File: config.mk
export PLATFORM = sky130hd
export DESIGN_NAME = ipv4_route_lookup_forward
export DESIGN_NICKNAME = d
export VERILOG_FILES = /design/src/hw/rtl/rlf_pkg.sv /design/src/hw/rtl/ipv4_route_lookup_forward.sv /design/src/hw/rtl/rlf_table.sv /design/src/hw/rtl/rlf_match.sv
export SDC_FILE = /design/constraint.sdc
export NUM_CORES = 2
export LEC_CHECK = 0
export BUFFER_PORTS_ARGS = -buffer_cell sky130_fd_sc_hd__clkbuf_2
export CAP_MARGIN = 20
export CORE_MARGIN = 3
export CORE_UTILIZATION = 50
export CTS_CLUSTER_DIAMETER = 30
export CTS_CLUSTER_SIZE = 25
export DETAILED_ROUTE_END_ITERATION = 7
export HOLD_SLACK_MARGIN = 0.15
export PLACE_DENSITY_LB_ADDON = 0.05
export SYNTH_ARGS = -nofsm -noshare
export SYNTH_HDL_FRONTEND = slang
export SYNTH_SLANG_ARGS = --single-unit
File: constraint.sdc
create_clock -name i_clk -period 12.4 [get_ports i_clk]
set_input_delay 0.62 -clock i_clk [delete_from_list [all_inputs] [get_ports i_clk]]
set_output_delay 0.62 -clock i_clk [all_outputs]
set_load 0.05 [all_outputs]
File: src/hw/rtl/rlf_pkg.sv
// ----------------------------------------------------------------------------
// rlf_pkg
// shared types and constants for the ipv4 route lookup and forward block
// ----------------------------------------------------------------------------
package rlf_pkg;

    localparam int ADDR_W = 32;
    localparam int PORT_W = 4;
    localparam int TTL_W  = 8;
    localparam int STAT_W = 2;
    localparam int EIDX_W = 4;

    localparam logic             CMD_WRITE    = 1'b0;
    localparam logic             CMD_FORWARD  = 1'b1;
    localparam logic [TTL_W-1:0] TTL_MIN_PASS = 8'd1;

    localparam logic [STAT_W-1:0] STAT_FORWARDED    = 2'd0;
    localparam logic [STAT_W-1:0] STAT_TTL_EXCEEDED = 2'd1;
    localparam logic [STAT_W-1:0] STAT_UNREACHABLE  = 2'd2;
    localparam logic [STAT_W-1:0] STAT_WRITTEN      = 2'd3;

    typedef struct packed {
        logic              valid;
        logic [ADDR_W-1:0] dest;
        logic [ADDR_W-1:0] mask;
        logic [ADDR_W-1:0] gateway;
        logic [PORT_W-1:0] port;
    } t_slot;

    typedef struct packed {
        logic clear;
        logic update;
    } t_match_ctl;

    typedef enum logic [2:0] {
        S_CLEAR,
        S_IDLE,
        S_SCAN,
        S_DRAIN,
        S_DONE
    } t_state;

endpackage

File: src/hw/rtl/ipv4_route_lookup_forward.sv
// ----------------------------------------------------------------------------
// ipv4_route_lookup_forward
// route table with longest prefix match lookup and ttl check
//
//   channel  handshake                direction  payload
//   input    i_in_valid/o_in_stall    in         cmd, entry, route, dest, ttl
//   output   o_out_valid/i_out_stall  out        status, hop address, port, ttl
//
// a write item or a ttl-expired lookup goes from idle straight to done; a
// lookup scans the table, reading one table slot per cycle from
// the single read port of the table memory, then drains the read register
// after reset a clearing pass writes every table slot before the
// first item is taken
// a new item is taken while the registered result waits on a stalled output
// ----------------------------------------------------------------------------
module ipv4_route_lookup_forward #(
    parameter int TABLE_ENTRIES = 16,
    parameter int NUM_PORTS     = 16
) (
    input  logic                        i_clk,
    input  logic                        i_rst_n,
    input  logic                        i_in_valid,
    output logic                        o_in_stall,
    input  logic                        i_cmd,
    input  logic [rlf_pkg::EIDX_W-1:0]  i_entry_index,
    input  logic                        i_entry_valid,
    input  logic [rlf_pkg::ADDR_W-1:0]  i_route_dest,
    input  logic [rlf_pkg::ADDR_W-1:0]  i_route_mask,
    input  logic [rlf_pkg::ADDR_W-1:0]  i_route_gateway,
    input  logic [rlf_pkg::PORT_W-1:0]  i_route_port,
    input  logic [rlf_pkg::ADDR_W-1:0]  i_dest_addr,
    input  logic [rlf_pkg::TTL_W-1:0]   i_ttl_in,
    output logic                        o_out_valid,
    input  logic                        i_out_stall,
    output logic [rlf_pkg::STAT_W-1:0]  o_status,
    output logic [rlf_pkg::ADDR_W-1:0]  o_hop_addr,
    output logic [rlf_pkg::PORT_W-1:0]  o_out_port,
    output logic [rlf_pkg::TTL_W-1:0]   o_ttl_out
);

    localparam int IDX_W = (TABLE_ENTRIES > 1) ? $clog2(TABLE_ENTRIES) : 1;
    localparam logic [IDX_W-1:0] LAST_IDX = IDX_W'(TABLE_ENTRIES - 1);
    localparam logic [rlf_pkg::PORT_W-1:0] MAX_PORT = rlf_pkg::PORT_W'(NUM_PORTS - 1);

    rlf_pkg::t_state r_state;
    rlf_pkg::t_state n_state;

    logic [IDX_W-1:0]           r_idx;
    logic [IDX_W-1:0]           n_idx;
    logic                       r_cmd;
    logic                       r_ttl_fail;
    logic [rlf_pkg::ADDR_W-1:0] r_addr;
    logic [rlf_pkg::TTL_W-1:0]  r_ttl;

    logic                        r_out_valid;
    logic                        n_out_valid;
    logic [rlf_pkg::STAT_W-1:0]  r_status;
    logic [rlf_pkg::STAT_W-1:0]  n_status;
    logic [rlf_pkg::ADDR_W-1:0]  r_hop_addr;
    logic [rlf_pkg::ADDR_W-1:0]  n_hop_addr;
    logic [rlf_pkg::PORT_W-1:0]  r_out_port;
    logic [rlf_pkg::PORT_W-1:0]  n_out_port;
    logic [rlf_pkg::TTL_W-1:0]   r_ttl_out;
    logic [rlf_pkg::TTL_W-1:0]   n_ttl_out;

    logic                        accept;
    logic                        ttl_fail;
    logic                        in_range;
    logic [rlf_pkg::PORT_W-1:0]  sat_port;
    logic                        out_load;

    logic                        wr_en;
    logic [IDX_W-1:0]            wr_addr;
    rlf_pkg::t_slot              wr_data;
    logic                        rd_en;
    rlf_pkg::t_slot              rd_data;
    logic                        rd_vld;
    rlf_pkg::t_match_ctl         mctl;
    logic                        found;
    logic [rlf_pkg::ADDR_W-1:0]  best_gateway;
    logic [rlf_pkg::PORT_W-1:0]  best_port;

    assign o_in_stall = (r_state != rlf_pkg::S_IDLE);
    assign accept     = i_in_valid && !o_in_stall;
    assign ttl_fail   = (i_ttl_in <= rlf_pkg::TTL_MIN_PASS);
    assign in_range   = (32'(i_entry_index) < TABLE_ENTRIES);
    assign sat_port   = (32'(i_route_port) >= NUM_PORTS) ? MAX_PORT : i_route_port;

    // next state
    always_comb begin
        n_state = r_state;
        case (r_state)
            rlf_pkg::S_CLEAR: begin
                if (r_idx == LAST_IDX) begin
                    n_state = rlf_pkg::S_IDLE;
                end
            end
            rlf_pkg::S_IDLE: begin
                if (accept) begin
                    if (i_cmd == rlf_pkg::CMD_FORWARD && !ttl_fail) begin
                        n_state = rlf_pkg::S_SCAN;
                    end else begin
                        n_state = rlf_pkg::S_DONE;
                    end
                end
            end
            rlf_pkg::S_SCAN: begin
                if (r_idx == LAST_IDX) begin
                    n_state = rlf_pkg::S_DRAIN;
                end
            end
            rlf_pkg::S_DRAIN: begin
                n_state = rlf_pkg::S_DONE;
            end
            rlf_pkg::S_DONE: begin
                if (!r_out_valid || !i_out_stall) begin
                    n_state = rlf_pkg::S_IDLE;
                end
            end
            default: begin
                n_state = rlf_pkg::S_CLEAR;
            end
        endcase
    end

    // state outputs
    always_comb begin
        wr_en        = 1'b0;
        wr_addr      = r_idx;
        wr_data      = '0;
        rd_en        = 1'b0;
        mctl.clear   = 1'b0;
        mctl.update  = rd_vld;
        out_load     = 1'b0;
        n_idx        = r_idx;
        case (r_state)
            rlf_pkg::S_CLEAR: begin
                wr_en = 1'b1;
                n_idx = r_idx + 1'b1;
            end
            rlf_pkg::S_IDLE: begin
                n_idx = '0;
                if (accept && i_cmd == rlf_pkg::CMD_WRITE) begin
                    wr_en           = in_range;
                    wr_addr         = IDX_W'(i_entry_index);
                    wr_data.valid   = i_entry_valid;
                    wr_data.dest    = i_route_dest;
                    wr_data.mask    = i_route_mask;
                    wr_data.gateway = i_route_gateway;
                    wr_data.port    = sat_port;
                end
                mctl.clear = accept;
            end
            rlf_pkg::S_SCAN: begin
                rd_en = 1'b1;
                n_idx = r_idx + 1'b1;
            end
            rlf_pkg::S_DRAIN: begin
                n_idx = '0;
            end
            rlf_pkg::S_DONE: begin
                out_load = !r_out_valid || !i_out_stall;
            end
            default: begin
                n_idx = '0;
            end
        endcase
    end

    // result selection
    always_comb begin
        n_status   = rlf_pkg::STAT_WRITTEN;
        n_hop_addr = '0;
        n_out_port = '0;
        n_ttl_out  = '0;
        if (r_cmd == rlf_pkg::CMD_FORWARD) begin
            if (r_ttl_fail) begin
                n_status = rlf_pkg::STAT_TTL_EXCEEDED;
            end else if (!found) begin
                n_status  = rlf_pkg::STAT_UNREACHABLE;
                n_ttl_out = r_ttl - 8'd1;
            end else begin
                n_status   = rlf_pkg::STAT_FORWARDED;
                n_hop_addr = (best_gateway != '0) ? best_gateway : r_addr;
                n_out_port = best_port;
                n_ttl_out  = r_ttl - 8'd1;
            end
        end
        if (out_load) begin
            n_out_valid = 1'b1;
        end else if (!i_out_stall) begin
            n_out_valid = 1'b0;
        end else begin
            n_out_valid = r_out_valid;
        end
    end

    always_ff @(posedge i_clk) begin
        if (!i_rst_n) begin
            r_state     <= rlf_pkg::S_CLEAR;
            r_idx       <= '0;
            r_out_valid <= 1'b0;
        end else begin
            r_state     <= n_state;
            r_idx       <= n_idx;
            r_out_valid <= n_out_valid;
        end
    end

    always_ff @(posedge i_clk) begin
        if (accept) begin
            r_cmd      <= i_cmd;
            r_ttl_fail <= ttl_fail;
            r_addr     <= i_dest_addr;
            r_ttl      <= i_ttl_in;
        end
        if (out_load) begin
            r_status   <= n_status;
            r_hop_addr <= n_hop_addr;
            r_out_port <= n_out_port;
            r_ttl_out  <= n_ttl_out;
        end
    end

    rlf_table #(
        .TABLE_ENTRIES (TABLE_ENTRIES)
    ) u_table (
        .i_clk     (i_clk),
        .i_rst_n   (i_rst_n),
        .i_wr_en   (wr_en),
        .i_wr_addr (wr_addr),
        .i_wr_data (wr_data),
        .i_rd_en   (rd_en),
        .i_rd_addr (r_idx),
        .o_rd_data (rd_data),
        .o_rd_vld  (rd_vld)
    );

    rlf_match u_match (
        .i_clk     (i_clk),
        .i_rst_n   (i_rst_n),
        .i_ctl     (mctl),
        .i_addr    (r_addr),
        .i_slot    (rd_data),
        .o_found   (found),
        .o_gateway (best_gateway),
        .o_port    (best_port)
    );

    assign o_out_valid = r_out_valid;
    assign o_status    = r_status;
    assign o_hop_addr  = r_hop_addr;
    assign o_out_port  = r_out_port;
    assign o_ttl_out   = r_ttl_out;

endmodule

File: src/hw/rtl/rlf_table.sv
// ----------------------------------------------------------------------------
// rlf_table
// route table memory, one write port and one registered read port
// ----------------------------------------------------------------------------
module rlf_table #(
    parameter int TABLE_ENTRIES = 16,
    localparam int IDX_W = (TABLE_ENTRIES > 1) ? $clog2(TABLE_ENTRIES) : 1
) (
    input  logic               i_clk,
    input  logic               i_rst_n,
    input  logic               i_wr_en,
    input  logic [IDX_W-1:0]   i_wr_addr,
    input  rlf_pkg::t_slot     i_wr_data,
    input  logic               i_rd_en,
    input  logic [IDX_W-1:0]   i_rd_addr,
    output rlf_pkg::t_slot     o_rd_data,
    output logic               o_rd_vld
);

    rlf_pkg::t_slot mem [TABLE_ENTRIES];
    rlf_pkg::t_slot r_rd_data;
    logic           r_rd_vld;

    always_ff @(posedge i_clk) begin
        if (i_wr_en) begin
            mem[i_wr_addr] <= i_wr_data;
        end
    end

    always_ff @(posedge i_clk) begin
        if (i_rd_en) begin
            r_rd_data <= mem[i_rd_addr];
        end
    end

    always_ff @(posedge i_clk) begin
        if (!i_rst_n) begin
            r_rd_vld <= 1'b0;
        end else begin
            r_rd_vld <= i_rd_en;
        end
    end

    assign o_rd_data = r_rd_data;
    assign o_rd_vld  = r_rd_vld;

endmodule

File: src/hw/rtl/rlf_match.sv
// ----------------------------------------------------------------------------
// rlf_match
// per-slot prefix compare and best-match tracking over a table scan
// ----------------------------------------------------------------------------
module rlf_match (
    input  logic                        i_clk,
    input  logic                        i_rst_n,
    input  rlf_pkg::t_match_ctl         i_ctl,
    input  logic [rlf_pkg::ADDR_W-1:0]  i_addr,
    input  rlf_pkg::t_slot              i_slot,
    output logic                        o_found,
    output logic [rlf_pkg::ADDR_W-1:0]  o_gateway,
    output logic [rlf_pkg::PORT_W-1:0]  o_port
);

    logic                       r_found;
    logic [rlf_pkg::ADDR_W-1:0] r_mask;
    logic [rlf_pkg::ADDR_W-1:0] r_gateway;
    logic [rlf_pkg::PORT_W-1:0] r_port;
    logic                       hit;
    logic                       take;

    // numerically larger mask wins, equal mask keeps the earlier slot
    always_comb begin
        hit  = i_slot.valid && (((i_addr ^ i_slot.dest) & i_slot.mask) == '0);
        take = i_ctl.update && hit && (!r_found || (r_mask < i_slot.mask));
    end

    always_ff @(posedge i_clk) begin
        if (!i_rst_n) begin
            r_found <= 1'b0;
        end else if (i_ctl.clear) begin
            r_found <= 1'b0;
        end else if (take) begin
            r_found <= 1'b1;
        end
    end

    always_ff @(posedge i_clk) begin
        if (take) begin
            r_mask    <= i_slot.mask;
            r_gateway <= i_slot.gateway;
            r_port    <= i_slot.port;
        end
    end

    assign o_found   = r_found;
    assign o_gateway = r_gateway;
    assign o_port    = r_port;

endmodule

### Word level (Yosys, flattened, before mapping)

Memory sizes are Yosys's and may differ from the RTL's. A register that Yosys moved wholly into a read port is not among the register bits.
Cells that the tools add are included.

| word-level totals | value |
|---|---|
| memories | 1 |
| output and inout port bits | 48 |
| register bits after elaboration | 166 |
| RAM bits | 1616 |
| input bits | 150 |
| logic and storage cells | 83 |

| cells by class | value |
|---|---|
| magnitude comparators | 2 |
| mux-type cells | 23 |
| reduce and logical (&&, ||, !) cells | 21 |
| $add $sub $neg | 2 |
| bitwise logic cells | 6 |
| equality and inequality tests | 11 |

Memory list:

| name | depth | width | rd ports | clocked after memory_dff | write ports | RTL line | source |
|---|---|---|---|---|---|---|---|
| u_table.mem | 16 | 101 | 1 | 1 | 1 | rlf_table.sv:20 | `rlf_pkg::t_slot mem [TABLE_ENTRIES];` |

Operators with widths:

| kind | number |
|---|---|
| $mux 101 | 2 |
| $and 32x32->32 | 1 |
| $logic_not 32->1 | 1 |
| $lt 32x32->1 | 1 |
| $mux 32 | 1 |
| $reduce_bool 32->1 | 1 |
| $xor 32x32->32 | 1 |
| $mux 3 | 5 |
| $pmux 3 s5 | 1 |
| $le 8x1->1 const B | 1 |
| $mux 1 | 8 |
| $mux 4 | 2 |
| $ne 2x2->1 const B | 4 |
| $pmux 4 s2 | 1 |
| $sub 8x1->8 const B | 1 |
| $eq 3x2->1 const B | 2 |
| $logic_and 1x1->1 | 6 |
| $reduce_or 2->1 | 3 |
| $logic_not 1->1 | 5 |
| $add 4x1->4 const B | 1 |
| $eq 4x4->1 const B | 1 |
| $mux 2 | 2 |
| $not 1->1 | 4 |
| $reduce_and 4->1 | 1 |
| other kinds (8) | 9 |

### Logic depth before layout (Yosys ltp)

| depth | value |
|---|---|
| depth after elaboration | 8 |
| depth in mapped cells | 8 |

### By module

Synthesis repeated with hierarchy kept, for this count alone.

| unflattened totals | value |
|---|---|
| cell total of the unflattened synthesis | 3259 |
| area total of the unflattened synthesis | 71543.6 um^2 |

Modules (own cells, without submodules):

| module | instances | area an instance (um^2) | cells each |
|---|---|---|---|
| rlf_table | 1 | 63502.2 | 2587 |
| ipv4_route_lookup_forward | 1 | 4555.6 | 412 |
| rlf_match | 1 | 3485.8 | 260 |

### Worst setup path before layout

No wires, ideal clock.

| timing | value |
|---|---|
| path type | reg-to-reg |
| start point | reg r_addr[31] (netlist bit) |
| end point | reg u_match.r_gateway, in the netlist u_match.o_gateway[0], enable pin |
| data required time | 11.544 ns |
| arrival time | 11.969 ns |
| stages on the path, launching flop included | 7 |
| path buffers | 0 |
| slack | -0.425 ns |
| cells stage by stage | edfxtp_1 > xnor2_1 > o22ai_1 > nor4_1 > nand3_1 > or3_1 > a2111oi_0 |

| between the ends | value |
|---|---|
| word-level cells in the longest chain between the ends | 6 |

RTL lines:

| what | RTL line | source |
|---|---|---|
| start: declaration | ipv4_route_lookup_forward.sv:52 | `logic [rlf_pkg::ADDR_W-1:0] r_addr;` |
| start signal: assignment | ipv4_route_lookup_forward.sv:214 | `r_addr <= i_dest_addr;` |
| $xor 32x32->32 | rlf_match.sv:25 | `hit = i_slot.valid && (((i_addr ^ i_slot.dest) & i_slot.mask) == '0);` |
| $and 32x32->32 | rlf_match.sv:25 |  |
| $logic_not 32->1 | rlf_match.sv:25 |  |
| $logic_and 1x1->1 | rlf_match.sv:25 |  |
| $logic_and 1x1->1 (2 in series) | rlf_match.sv:26 | `take = i_ctl.update && hit && (!r_found \|\| (r_mask < i_slot.mask));` |
| named net u_match.take | rlf_match.sv:21 | `logic take;` |
| end signal: assignment | rlf_match.sv:42 | `r_gateway <= i_slot.gateway;` |
| end: declaration | rlf_match.sv:18 | `logic [rlf_pkg::ADDR_W-1:0] r_gateway;` |

The timed path passes the listed nets, and every way through them passes these cells.
A chain may end at the register's enable or synchronous reset.

### Worst setup path in the final report

| timing | value |
|---|---|
| start point | reg r_state[2] |
| end point | mem u_table.mem[5][21] (netlist bit), enable pin |

| between the ends | value |
|---|---|
| word-level cells in the longest chain between the ends | 8 |
| elaborated cells between the ends (all ways) | 12 |
| those cells by class | 2 x eq/ne; 6 x mux; 4 x reduce/logical |

RTL lines:

| what | RTL line | source |
|---|---|---|
| start: declaration | ipv4_route_lookup_forward.sv:45 | `rlf_pkg::t_state r_state;` |
| start signal: assignment | ipv4_route_lookup_forward.sv:200 | `r_state <= rlf_pkg::S_CLEAR;` |
| start signal: assignment | ipv4_route_lookup_forward.sv:204 | `r_state <= n_state;` |
| $ne 3x1->1 | ipv4_route_lookup_forward.sv:83 | `assign o_in_stall = (r_state != rlf_pkg::S_IDLE);` |
| $logic_not 1->1 | ipv4_route_lookup_forward.sv:84 | `assign accept = i_in_valid && !o_in_stall;` |
| $logic_and 1x1->1 | ipv4_route_lookup_forward.sv:84 |  |
| $logic_and 1x1->1 | ipv4_route_lookup_forward.sv:143 | `if (accept && i_cmd == rlf_pkg::CMD_WRITE) begin` |
| $mux 1 | ipv4_route_lookup_forward.sv:143 |  |
| $pmux 1 s2 | ipv4_route_lookup_forward.sv:136 | `case (r_state)` |
| $mux 1 | rlf_table.sv:25 | `if (i_wr_en) begin` |
| $mux 1 (implied by the code) | rlf_table.sv:26 | `mem[i_wr_addr] <= i_wr_data;` |
| end: declaration | rlf_table.sv:20 |  |

Parallel ways exist; a longest one is shown, timed or not.

==> results.ini <==
[layout]
nFillCells = 9465
area_growth_pct = 24.2
fin_nets = 3739
fin_area_um2 = 88600
fin_cells = 5745
drive_gt1_share_pct = 36.8
finalCoreUtilization_pct = 63.1

[drt]
first_iter_violations = 3919
dr.pass1.iters = 5
via_count = 34606
wl_um = 184000
ant_nets = 0
route.detailed.drc = 0
wl_per_cell_um = 32.0
viasPerCell = 6.02

[yosys]
synth-seq-cells = 1883
synth_top_family_by_area = multiplexers
syn_nets = 3172
ys.flop_type = edfxtp_1
post_synth_and_or_nand_nor_area_fraction_pct = 1.86
synth_xor_area_share_pct = 0.442
async_flop_share_pct = 0
synth_edf_count = 1873
ys_types = 50
ys_seq_area_share_pct = 79.1
netlist_area_um2 = 71300
yosys_warnings = 0
synth_mux_area_share_pct = 15.9
synthAdderAreaFrac_pct = 0.579
synthesis.instances = 2989
syn_avg_cell_area_um2 = 23.9
synth_compound_area_share_pct = 0.877

[sta]
finClkSkew_ps = 54.4
whs_ps = 315
fin_setup_tns_ps = 0
finalSetupViolations = 0
tightest_slew_ps = 1140
drv_slew = 0
slew_headroom_pct = 24.2
finalCritPeriodShare_pct = 41.2
max_freq_mhz = 196
period_needed_ps = 5110
rsz0062_at_grt = false
hold_viol_final = 0

[worst_hold_path]
hold_start = i_route_gateway[15]
min_delay_path_depth = 2
hp-class = in2reg
whs_endpoint = u_table.mem[11][19]

[setup_path]
start_kind = flip-flop
r2r_end = u_table.mem[5][21]
worstPathArrival_ps = 5600
critical_path_required_ps = 12900
r2r_start = r_state[2]
critPathKind = reg2reg
endpoint_kind = flip-flop
r2r_slack_ps = 7290
crit_path_max_fanout = 45
reg2reg_depth = 8

[grt]
grt_pass1_vias = 36808
grt_max_degree = 139
antenna_found_initial = 13
grt_usage_pct = 25.5
overflow = 0
grt_pass1_wl_um = 266000

[pwr]
max-vdd-ir-drop_v = 0.000139
p_per_area_nw_per_um2 = 206
p_leak_nw = 27.6

[place]
place_inst = 4991
place_congestion = 0.840
placed_area_um2 = 74800
numPortBuffers = 197
place_hpwl_um = 99400

[die]
ios = 198
placementRows = 137
die_area_um2 = 147000
die_h_um = 384
chipWidth_um = 384
start_util_pct = 50.8
coreArea_um2 = 141000

[clocking]
cts_tree = yes
cts-root-buf = clkbuf_16
postCtsSetupBuffers = 0
post_cts_resized = 0
cts_buffers = 391
clk_latency_ps = 910
cts_max_level = 5
cts.clk_slew.worst_paths_ps = 50
ctsLongestPathBuffers = 4
hold_buffers = 45
clock-sinks = 1883

[job]
cap_violations = 0

[outcome]
status = complete, no violations

[metrics by stage]
step,power (mW),setup WS (ps)
finish,18.2,7290
global route,18.8,6680
CTS,18.4,7000
detailed placement,7.96,6960
global placement,7.94,6990
floorplan,7.73,2920
[layout by cell type, fill, tap and decap left out, drive strengths merged, types with 3 or more instances in the layout]
cell and count:
a211oi 3, a21oi 56, a221oi 3, a31oi 8
and2 102, buf 69, bufinv 60, clkbuf 642
clkinv 137, clkinvlp 41, dfxtp 10, dlygate4sd3 45
edfxtp 1873, ha 33, inv 66, mux4 505
nand2 15, nand2b 9, nand3 4, nand3b 3
nand4 5, nor2 76, nor3 4, nor3b 4
nor4 12, o21ai 9, o22ai 11, or3 5
xnor2 26, xor2 10
[where the power goes]
group          switching [mW]  total [mW]  leakage (nW)  internal (mW)
sequential             0.0396        7.13          15.9           7.09
combinational           0.368       0.709          5.30          0.341
clock                    3.28        10.4          6.40           7.12
[how the worst max path moves through the flow]
stage,from,to,slack (ps),cells past startpoint
after CTS,r_idx[0],u_table.o_rd_data[98],7000,6
after global placement,r_state[2],u_table.mem[14][26],6990,8
after global routing,r_idx[0],u_table.o_rd_data[88],6680,6
final,r_state[2],u_table.mem[5][21],7290,8
after floorplan,r_addr[31],u_match.o_gateway[0],2920,6
after detailed placement,r_idx[0],u_table.o_rd_data[25],6960,6
[synth_stat cells, drive strengths merged, types with 8 or more instances]
library cell,n,area [um^2]
edfxtp,1873,56200
inv,41,154
buf,58,384
o22ai,11,68.8
and2,102,638
nand2,15,56.3
xnor2,26,228
o21ai,9,45.0
mux4,505,11400
xor2,10,87.6
ha,33,413
nor2,76,293
clkbuf,79,297
a31oi,8,56.3
nor4,12,75.1
nand2b,9,56.3
a21oi,56,280
dfxtp,10,200
[layer usage]
layer  vias up  global-route usage (%)  routed length [um]
met4         2                    6.50                3480
met5         -                       0                  10
li1      14001                       -                   -
met2      1543                    39.3               87800
met3       283                    5.42               14200
met1     18777                    37.6               78400
[sequential cells by signal, indices dropped and copies added, names as in the netlist, 8 cells and up]
register	flops
u_table.o_rd_data	101
o_ttl_out	8
u_match.o_gateway	32
u_table.mem	1616
o_hop_addr	32
u_match.r_mask	32
r_ttl	8
r_addr	32
[cell families after synthesis]
family	count (synthesis)
muxes	505
adders and majority gates	33
buffers and inverters	181
DFF	1883
AOI/OAI and AO/OA	105
and+or+nand+nor	246
xor gates and xnor gates	36
[cell type report]
| type | count | area [um^2] | share of cell area (%) |
|---|---|---|---|
| antenna | 1 | 2.50 | 0.00282 |
| clock buffer | 445 | 10200 | 11.5 |
| clock inverter | 260 | 3090 | 3.49 |
| inverter | 44 | 165 | 0.186 |
| multi-input combinational | 925 | 14200 | 16.0 |
| sequential | 1883 | 56500 | 63.7 |
| tap | 1876 | 2350 | 2.65 |
| timing repair buffer | 311 | 2150 | 2.43 |
[critical path: stages (launching register included)]
cell and delay, ps:
dfxtp_1 470, or3b_1 510, or2_1 310, nor2_4 90, buf_4 470, a31oi_1 460, nor2_4 740, buf_4 740
buf_4 830
(Power assumes the default switching activity.)
